**config.mk**
```make
export PLATFORM = sky130hd
export DESIGN_NAME = radix_digit_string_converter_unit_flat
export DESIGN_NICKNAME = d
export VERILOG_FILES = /design/src/design/rdsc_pkg.sv /design/src/design/rdsc_ifs.sv /design/src/design/rdsc_div.sv /design/src/design/radix_digit_string_converter_unit.sv /design/src/flat_wrapper.sv
export SDC_FILE = /design/constraint.sdc
export NUM_CORES = 1
export LEC_CHECK = 0
export BUFFER_PORTS_ARGS = -buffer_cell sky130_fd_sc_hd__buf_2
export CORE_MARGIN = 5
export CORE_UTILIZATION = 48
export CTS_CLUSTER_DIAMETER = 80
export CTS_CLUSTER_SIZE = 14
export DETAILED_ROUTE_END_ITERATION = 12
export PLACE_DENSITY_LB_ADDON = 0.12
export SLEW_MARGIN = 15
export SYNTH_ARGS = -nofsm -noshare
export SYNTH_HDL_FRONTEND = slang
export SYNTH_SLANG_ARGS = --single-unit
```
**constraint.sdc**
```tcl
create_clock -name clk -period 4.9 [get_ports clk]
set_input_delay 0.49 -clock clk [delete_from_list [all_inputs] [get_ports clk]]
set_output_delay 0.49 -clock clk [all_outputs]
set_load 0.05 [all_outputs]
```
**src/design/rdsc_pkg.sv**
```systemverilog
// Package with the types, constants and helper functions of the radix digit converter.
`timescale 1ns / 1ps

package rdsc_pkg;

  localparam int VALUE_BITS = 64;
  localparam int RADIX_BITS = 6;
  localparam int CHAR_BITS  = 7;
  localparam int REM_W      = 6;

  localparam logic [RADIX_BITS-1:0] RADIX_MIN = 6'd2;
  localparam logic [RADIX_BITS-1:0] RADIX_MAX = 6'd36;

  localparam logic [CHAR_BITS-1:0] CHAR_ZERO     = 7'd48;
  localparam logic [CHAR_BITS-1:0] CHAR_NINE     = 7'd57;
  localparam logic [CHAR_BITS-1:0] LETTER_OFFSET = 7'd87;

  typedef enum logic [1:0] {
    ST_IDLE,
    ST_DIV,
    ST_READ,
    ST_SHOW
  } rdsc_state_t;

  typedef struct packed {
    logic                  start;
    logic [RADIX_BITS-1:0] divisor;
  } div_req_t;

  typedef struct packed {
    logic done;
    logic quo_zero;
  } div_rsp_t;

  // Radix values outside 2..36 are pulled to the nearest end of the range.
  function automatic logic [RADIX_BITS-1:0] radix_clamp(input logic [RADIX_BITS-1:0] r);
    logic [RADIX_BITS-1:0] res;
    res = r;
    if (r < RADIX_MIN) begin
      res = RADIX_MIN;
    end else if (r > RADIX_MAX) begin
      res = RADIX_MAX;
    end
    return res;
  endfunction

  // Digit values below ten become '0'..'9', larger ones 'a' onward.
  function automatic logic [CHAR_BITS-1:0] digit_char_f(input logic [REM_W-1:0] d);
    logic [CHAR_BITS-1:0] wide;
    logic [CHAR_BITS-1:0] res;
    wide = {1'b0, d};
    if (wide + CHAR_ZERO <= CHAR_NINE) begin
      res = wide + CHAR_ZERO;
    end else begin
      res = wide + LETTER_OFFSET;
    end
    return res;
  endfunction

endpackage

```
**src/design/rdsc_ifs.sv**
```systemverilog
// Valid/ready channel interfaces for the input items and the result digits.
`timescale 1ns / 1ps

interface rdsc_in_if import rdsc_pkg::*; ();
  logic                  valid;
  logic                  ready;
  logic [VALUE_BITS-1:0] value;
  logic [RADIX_BITS-1:0] radix;

  modport source (output valid, output value, output radix, input ready);
  modport sink (input valid, input value, input radix, output ready);
endinterface

interface rdsc_out_if import rdsc_pkg::*; ();
  logic                 valid;
  logic                 ready;
  logic [CHAR_BITS-1:0] digit_char;
  logic                 last;

  modport source (output valid, output digit_char, output last, input ready);
  modport sink (input valid, input digit_char, input last, output ready);
endinterface

```
**src/design/rdsc_div.sv**
```systemverilog
// Bit-serial restoring divider of a value by a small radix, one quotient bit per cycle.
`timescale 1ns / 1ps

module rdsc_div import rdsc_pkg::*; #(
  parameter int VALUE_WIDTH = 64
) (
  input  logic                   clk,
  input  logic                   rst_n,
  input  div_req_t               req,
  input  logic [VALUE_WIDTH-1:0] dividend,
  output div_rsp_t               rsp,
  output logic [VALUE_WIDTH-1:0] quotient,
  output logic [REM_W-1:0]       remainder
);

  localparam int CW = $clog2(VALUE_WIDTH + 1);

  logic [VALUE_WIDTH-1:0] quo_r;
  logic [REM_W-1:0]       rem_r;
  logic [CW-1:0]          cnt_r;
  logic                   busy_r;
  logic                   done_r;

  logic [REM_W:0]         shifted;
  logic [REM_W:0]         diff;
  logic                   fits;
  logic [REM_W-1:0]       rem_nxt;

  // The partial remainder stays below the divisor, so one more bit fits in REM_W+1 bits.
  always_comb begin
    shifted = {rem_r, quo_r[VALUE_WIDTH-1]};
    fits    = (shifted >= {1'b0, req.divisor});
    diff    = shifted - {1'b0, req.divisor};
    rem_nxt = fits ? diff[REM_W-1:0] : shifted[REM_W-1:0];
  end

  always_ff @(posedge clk) begin
    if (!rst_n) begin
      busy_r <= 1'b0;
      done_r <= 1'b0;
      cnt_r  <= '0;
    end else begin
      done_r <= busy_r && !req.start && (cnt_r == CW'(1));
      if (req.start) begin
        busy_r <= 1'b1;
        cnt_r  <= CW'(VALUE_WIDTH);
      end else if (busy_r) begin
        cnt_r <= cnt_r - 1'b1;
        if (cnt_r == CW'(1)) begin
          busy_r <= 1'b0;
        end
      end
    end
  end

  always_ff @(posedge clk) begin
    if (req.start) begin
      quo_r <= dividend;
      rem_r <= '0;
    end else if (busy_r) begin
      quo_r <= {quo_r[VALUE_WIDTH-2:0], fits};
      rem_r <= rem_nxt;
    end
  end

  assign rsp.done     = done_r;
  assign rsp.quo_zero = (quo_r == '0);
  assign quotient     = quo_r;
  assign remainder    = rem_r;

endmodule

```
**src/design/radix_digit_string_converter_unit.sv**
```systemverilog
// Top level of the radix digit string converter: control, digit buffer and output stage.
`timescale 1ns / 1ps

// The unit takes one unsigned value and a radix per input transfer and returns the
// digits of the value in that radix as ASCII characters, most significant digit first,
// one digit per output transfer, with last set on the final digit. Digits 0..9 come
// out as '0'..'9' and larger digits as 'a'..'z'; a value of zero gives the single
// digit '0', and no leading zeros are produced. A radix below 2 is treated as 2 and
// a radix above 36 as 36; only the low VALUE_WIDTH bits of the value are used.
// Each digit is found by a bit-serial division that shifts one quotient bit per
// cycle. The digits are collected least significant first in a small buffer memory
// and then read back in reverse order, each digit passing through a read state and
// then a show state that waits for the sink. The unit works on one item at a
// time: the input is ready only while no digit of the previous item is pending.

module radix_digit_string_converter_unit import rdsc_pkg::*; #(
  parameter int VALUE_WIDTH = 64
) (
  input  logic       clk,
  input  logic       rst_n,
  rdsc_in_if.sink    in_ch,
  rdsc_out_if.source out_ch
);

  localparam int AW = $clog2(VALUE_WIDTH);

  rdsc_state_t            state_r;
  rdsc_state_t            state_nxt;
  logic [RADIX_BITS-1:0]  radix_r;
  logic [AW-1:0]          ndig_r;
  logic [AW-1:0]          ndig_nxt;
  logic [AW-1:0]          rd_ptr_r;
  logic [AW-1:0]          rd_ptr_nxt;
  logic [CHAR_BITS-1:0]   rd_data_r;

  logic                   in_ready;
  logic                   out_valid;
  logic                   wr_en;
  logic                   rd_en;

  div_req_t               div_req;
  div_rsp_t               div_rsp;
  logic [VALUE_WIDTH-1:0] div_dividend;
  logic [VALUE_WIDTH-1:0] div_quotient;
  logic [REM_W-1:0]       div_remainder;

  // Digit buffer, written least significant digit first and read back in reverse.
  logic [CHAR_BITS-1:0]   digit_mem [VALUE_WIDTH];

  // The first division starts straight from the input value; later ones start from
  // the quotient that the divider left behind.
  assign div_dividend    = (state_r == ST_IDLE) ? in_ch.value[VALUE_WIDTH-1:0] : div_quotient;

  rdsc_div #(
    .VALUE_WIDTH (VALUE_WIDTH)
  ) u_div (
    .clk       (clk),
    .rst_n     (rst_n),
    .req       (div_req),
    .dividend  (div_dividend),
    .rsp       (div_rsp),
    .quotient  (div_quotient),
    .remainder (div_remainder)
  );

  always_ff @(posedge clk) begin
    if (!rst_n) begin
      state_r  <= ST_IDLE;
      ndig_r   <= '0;
      rd_ptr_r <= '0;
    end else begin
      state_r  <= state_nxt;
      ndig_r   <= ndig_nxt;
      rd_ptr_r <= rd_ptr_nxt;
    end
  end

  // The radix is held for the whole item; the divider reads it on every step.
  always_ff @(posedge clk) begin
    if (in_ready && in_ch.valid) begin
      radix_r <= radix_clamp(in_ch.radix);
    end
  end

  always_ff @(posedge clk) begin
    if (wr_en) begin
      digit_mem[ndig_r] <= digit_char_f(div_remainder);
    end
    if (rd_en) begin
      rd_data_r <= digit_mem[rd_ptr_r];
    end
  end

  always_comb begin
    state_nxt       = state_r;
    ndig_nxt        = ndig_r;
    rd_ptr_nxt      = rd_ptr_r;
    in_ready        = 1'b0;
    out_valid       = 1'b0;
    wr_en           = 1'b0;
    rd_en           = 1'b0;
    div_req.start   = 1'b0;
    div_req.divisor = radix_r;
    case (state_r)
      ST_IDLE: begin
        in_ready = 1'b1;
        if (in_ch.valid) begin
          div_req.start = 1'b1;
          ndig_nxt      = '0;
          state_nxt     = ST_DIV;
        end
      end
      ST_DIV: begin
        if (div_rsp.done) begin
          wr_en = 1'b1;
          // A zero quotient means this remainder was the most significant digit.
          if (div_rsp.quo_zero) begin
            rd_ptr_nxt = ndig_r;
            state_nxt  = ST_READ;
          end else begin
            div_req.start = 1'b1;
            ndig_nxt      = AW'(ndig_r + 1'b1);
          end
        end
      end
      ST_READ: begin
        rd_en     = 1'b1;
        state_nxt = ST_SHOW;
      end
      ST_SHOW: begin
        out_valid = 1'b1;
        if (out_ch.ready) begin
          if (rd_ptr_r == '0) begin
            state_nxt = ST_IDLE;
          end else begin
            rd_ptr_nxt = rd_ptr_r - 1'b1;
            state_nxt  = ST_READ;
          end
        end
      end
      default: begin
        state_nxt = ST_IDLE;
      end
    endcase
  end

  assign in_ch.ready       = in_ready;
  assign out_ch.valid      = out_valid;
  assign out_ch.digit_char = rd_data_r;
  assign out_ch.last       = (rd_ptr_r == '0);

endmodule

```
**src/flat_wrapper.sv**
```systemverilog
// flat-port wrapper written by rule: the top's interface ports become plain ports
module radix_digit_string_converter_unit_flat import rdsc_pkg::*;
#(
  parameter int VALUE_WIDTH = 64
)
  (clk, rst_n, in_ch_valid, in_ch_value, in_ch_radix, in_ch_ready, out_ch_valid, out_ch_digit_char, out_ch_last, out_ch_ready);
  rdsc_in_if in_ch_i ();
  rdsc_out_if out_ch_i ();
  input  logic clk;
  input  logic rst_n;
  input wire logic [$bits(in_ch_i.valid)-1:0] in_ch_valid;
  input wire logic [$bits(in_ch_i.value)-1:0] in_ch_value;
  input wire logic [$bits(in_ch_i.radix)-1:0] in_ch_radix;
  output wire logic [$bits(in_ch_i.ready)-1:0] in_ch_ready;
  output wire logic [$bits(out_ch_i.valid)-1:0] out_ch_valid;
  output wire logic [$bits(out_ch_i.digit_char)-1:0] out_ch_digit_char;
  output wire logic [$bits(out_ch_i.last)-1:0] out_ch_last;
  input wire logic [$bits(out_ch_i.ready)-1:0] out_ch_ready;
  assign in_ch_i.valid = in_ch_valid;
  assign in_ch_i.value = in_ch_value;
  assign in_ch_i.radix = in_ch_radix;
  assign in_ch_ready = in_ch_i.ready;
  assign out_ch_valid = out_ch_i.valid;
  assign out_ch_digit_char = out_ch_i.digit_char;
  assign out_ch_last = out_ch_i.last;
  assign out_ch_i.ready = out_ch_ready;
  radix_digit_string_converter_unit #(.VALUE_WIDTH(VALUE_WIDTH)) u_core (.clk(clk), .rst_n(rst_n), .in_ch(in_ch_i), .out_ch(out_ch_i));
endmodule
```
==> impl_metrics.toml <==
[outcome]
status = "completed"

[synth]
yosys-top-cells-area = "edfxtp_1 (70%), mux4_2 (11%), mux2_1 (2.7%)"
synth_edf_count = 525
synth_cells = 1268
synth_fp_nets = 1360
netlist.area_leader.share_pct = 69.7
synthArstFlopShare_pct = 0
ys_ff_latch = 554
yosysSeqAreaShare_pct = 72.3
synth_area_per_cell_sq_um = 17.8
synth_top_area_cell = "edfxtp_1"
synth_common_cells = "edfxtp_1 (525), mux4_2 (112), nor2_1 (91)"
synth.distinct_cells = 54
synth.most_common_cell = "edfxtp_1"
synth_flop_cell = "edfxtp_1"
ys_warn_count = 0
synth_area_sq_um = 22600

[clocking]
cts_tree = "done"
cts_made_buffers = 45
insertion_delay_ns = 0.58
clk_pin_slew_ns = 0.07
post_cts_resized = 0
clock_sinks = 554
postCtsSetupBuffers = 0
h-tree-depth = 2
clock-root-buffer = "clkbuf_16"
clockBufferDepth = 3
cts_hold_buf = 0

[timing]
fin_crit_sh_pct = 64.1
relSlewSlack_pct = 23.0
fin_setup_tns_ns = 0
slew_violations = 0
timing.fmax_mhz = 319
hold_violations = 0
rsz0062_at_grt = "false"
final-setup-viol-count = 0
fin_crit_ns = 3.14
skew_ns = 0.0188
worst_slew_pin_slew_ns = 1.15

[drt]
vias = 11800
wl_per_cell_um = 25.4
first_iter_violations = 1104
totalWireLength_mm = 50.3
dr.pass1.iters = 8
antenna_left = 0
drc = 0
viasPerCell = 5.95

[place]
gp_congestion = 0.796
portBuffers = 83
hpwl_mm = 32.0

[power]
worst_ir_drop_vdd_mv = 0.252
swShare_pct = 23.7
power_density_nw_per_um2 = 409
pwr-share-clk_pct = 32.5
p_int_mw = 7.83
p_switching_mw = 2.43
combPwrFrac_pct = 9.9
sequentialPowerShare_pct = 57.6
p_leak_nw = 7.85

[global_routing]
grt_max_degree = 74
grt_pass1_vias = 11900
grt_pass1_wl_mm = 75.5
grt_overflow = 0
antenna_found_initial = 0
grtUsageTotal_pct = 19.6

[layout]
drive_above_1_share_pct = 22.0
areaGrowthSynthToFinish_pct = 10.9
final_nets = 1445
final_util_pct = 53.9

[critical_path]
cp_max_fo = 36
end_kind = "flop"
cp.required_ns = 5.24
critPathArrivalTime_ns = 3.48
crit_type = "flop to flop"
crit_path_start_kind = "flop"

[floorplan]
die_h_um = 227
ios = 84
design.die.area_sq_um = 51600
core-area_sq_um = 46600
die_w_um = 227
initial_core_util_pct = 48.6
num_rows = 79

[worst_hold_path]
hp-class = "primary input to flop"

[run]
cap_viol_max_count = 0
-- layout make-up --
cell class,instances,area [sq um]
Multi-Input combinational cell,614,5970
Timing Repair Buffer,109,631
Fill cell,3676,21500
Clock buffer,63,1240
Tap cell,607,759
Sequential cell,554,16400
Clock inverter,2,17.5
Antenna cell,1,2.50
Inverter,29,109
-- worst paths after layout --
path,startpoint,slack [ns],to,cells past startpoint
worst min register to register,u_core.rd_ptr_r[3],0.50,u_core.rd_ptr_r[3],2
worst max register to register,u_core.u_div.remainder[4],1.76,u_core.digit_mem[35][2],7
worst min-delay path,in_ch_radix[5],0.19,u_core.radix_r[5],1
worst max-delay path,u_core.u_div.remainder[4],1.76,u_core.digit_mem[35][2],7
-- worst max-delay path, stage by stage (launching register included) --
cell and delay (ns):
dfxtp_1 0.52, inv_1 0.14, ha_1 0.23, nand4b_1 0.17, nand2_1 0.34, nor2_1 0.37
xor2_4 0.63, buf_4 0.48
-- flip-flops by register name (all words and copies together) (netlist names) --
| name | cells |
|---|---|
| u_core.ndig_r | 6 |
| u_core.rd_ptr_r | 6 |
| u_core.digit_mem | 448 |
| u_core.u_div.cnt_r | 7 |
| u_core.u_div.busy_r | 1 |
| u_core.state_r | 2 |
| u_core.u_div.remainder | 6 |
| u_core.out_ch.digit_char | 7 |
| u_core.u_div.quotient | 64 |
| u_core.radix_r | 6 |
| u_core.u_div.done_r | 1 |
-- stage by stage --
| stage | hold slack [ns] | std cells | area, sq um | power (mW) | setup slack (ns) |
|---|---|---|---|---|---|
| floorplan | 0.501 | 1268 | 22600 | 6.58 | 0.530 |
| global placement | 0.494 | 1912 | 23800 | 6.98 | 1.77 |
| detailed placement | 0.494 | 1912 | 23800 | 7.03 | 1.67 |
| CTS | 0.162 | 1977 | 25000 | 10.3 | 1.67 |
| global route | 0.171 | 1978 | 25100 | 10.6 | 1.49 |
| finish | 0.187 | 1979 | 25100 | 10.3 | 1.76 |
-- per-layer routing --
layer	vias to the layer above	wire length (um)	share of wire, %	GRT usage [%]
met1	6124	21800	43	27.8
met4	0	938	1.9	4.38
met2	351	24500	49	31.8
li1	5240	-	-	-
met5	-	0	0	0
met3	69	3050	6.1	4.19
-- kinds of logic (layout without fill, tap and decap cells) --
logic type,count (synthesis),count (layout),share of synthesized area (%)
muxes,183,183,14.6
buffers and inverters,100,203,1.84
DFF,554,554,72.3
AOI/OAI and AO/OA,148,148,4.27
xor gates and xnor gates,15,15,0.581
adders and majority gates,18,18,1.03
and+or+nand+nor,250,250,5.37
other,0,1,0
-- power by group through the flow --
stage          sequential (mW)  clock (mW)  combinational, mW
6_report                  5.91        3.34               1.02
5_1_grt                   5.92        3.60               1.12
3_3_place_gp              6.02           0              0.967
4_1_cts                   5.91        3.40               1.01
3_5_place_dp              6.02           0               1.01
2_1_floorplan             6.04           0              0.532
-- placed cells by master, fill, tap and decap left out, drive strengths merged, types with 11 or more instances in the layout --
| cell | instances |
|---|---|
| a21oi | 34 |
| a22oi | 40 |
| buf | 109 |
| clkbuf | 63 |
| dfxtp | 29 |
| edfxtp | 525 |
| ha | 17 |
| inv | 30 |
| mux2 | 63 |
| mux4 | 112 |
| nand2 | 41 |
| nand3 | 22 |
| nor2 | 91 |
| nor3 | 22 |
| nor4 | 20 |
| o21ai | 29 |
| xnor2 | 11 |
Power figures use the tool's default switching activity.
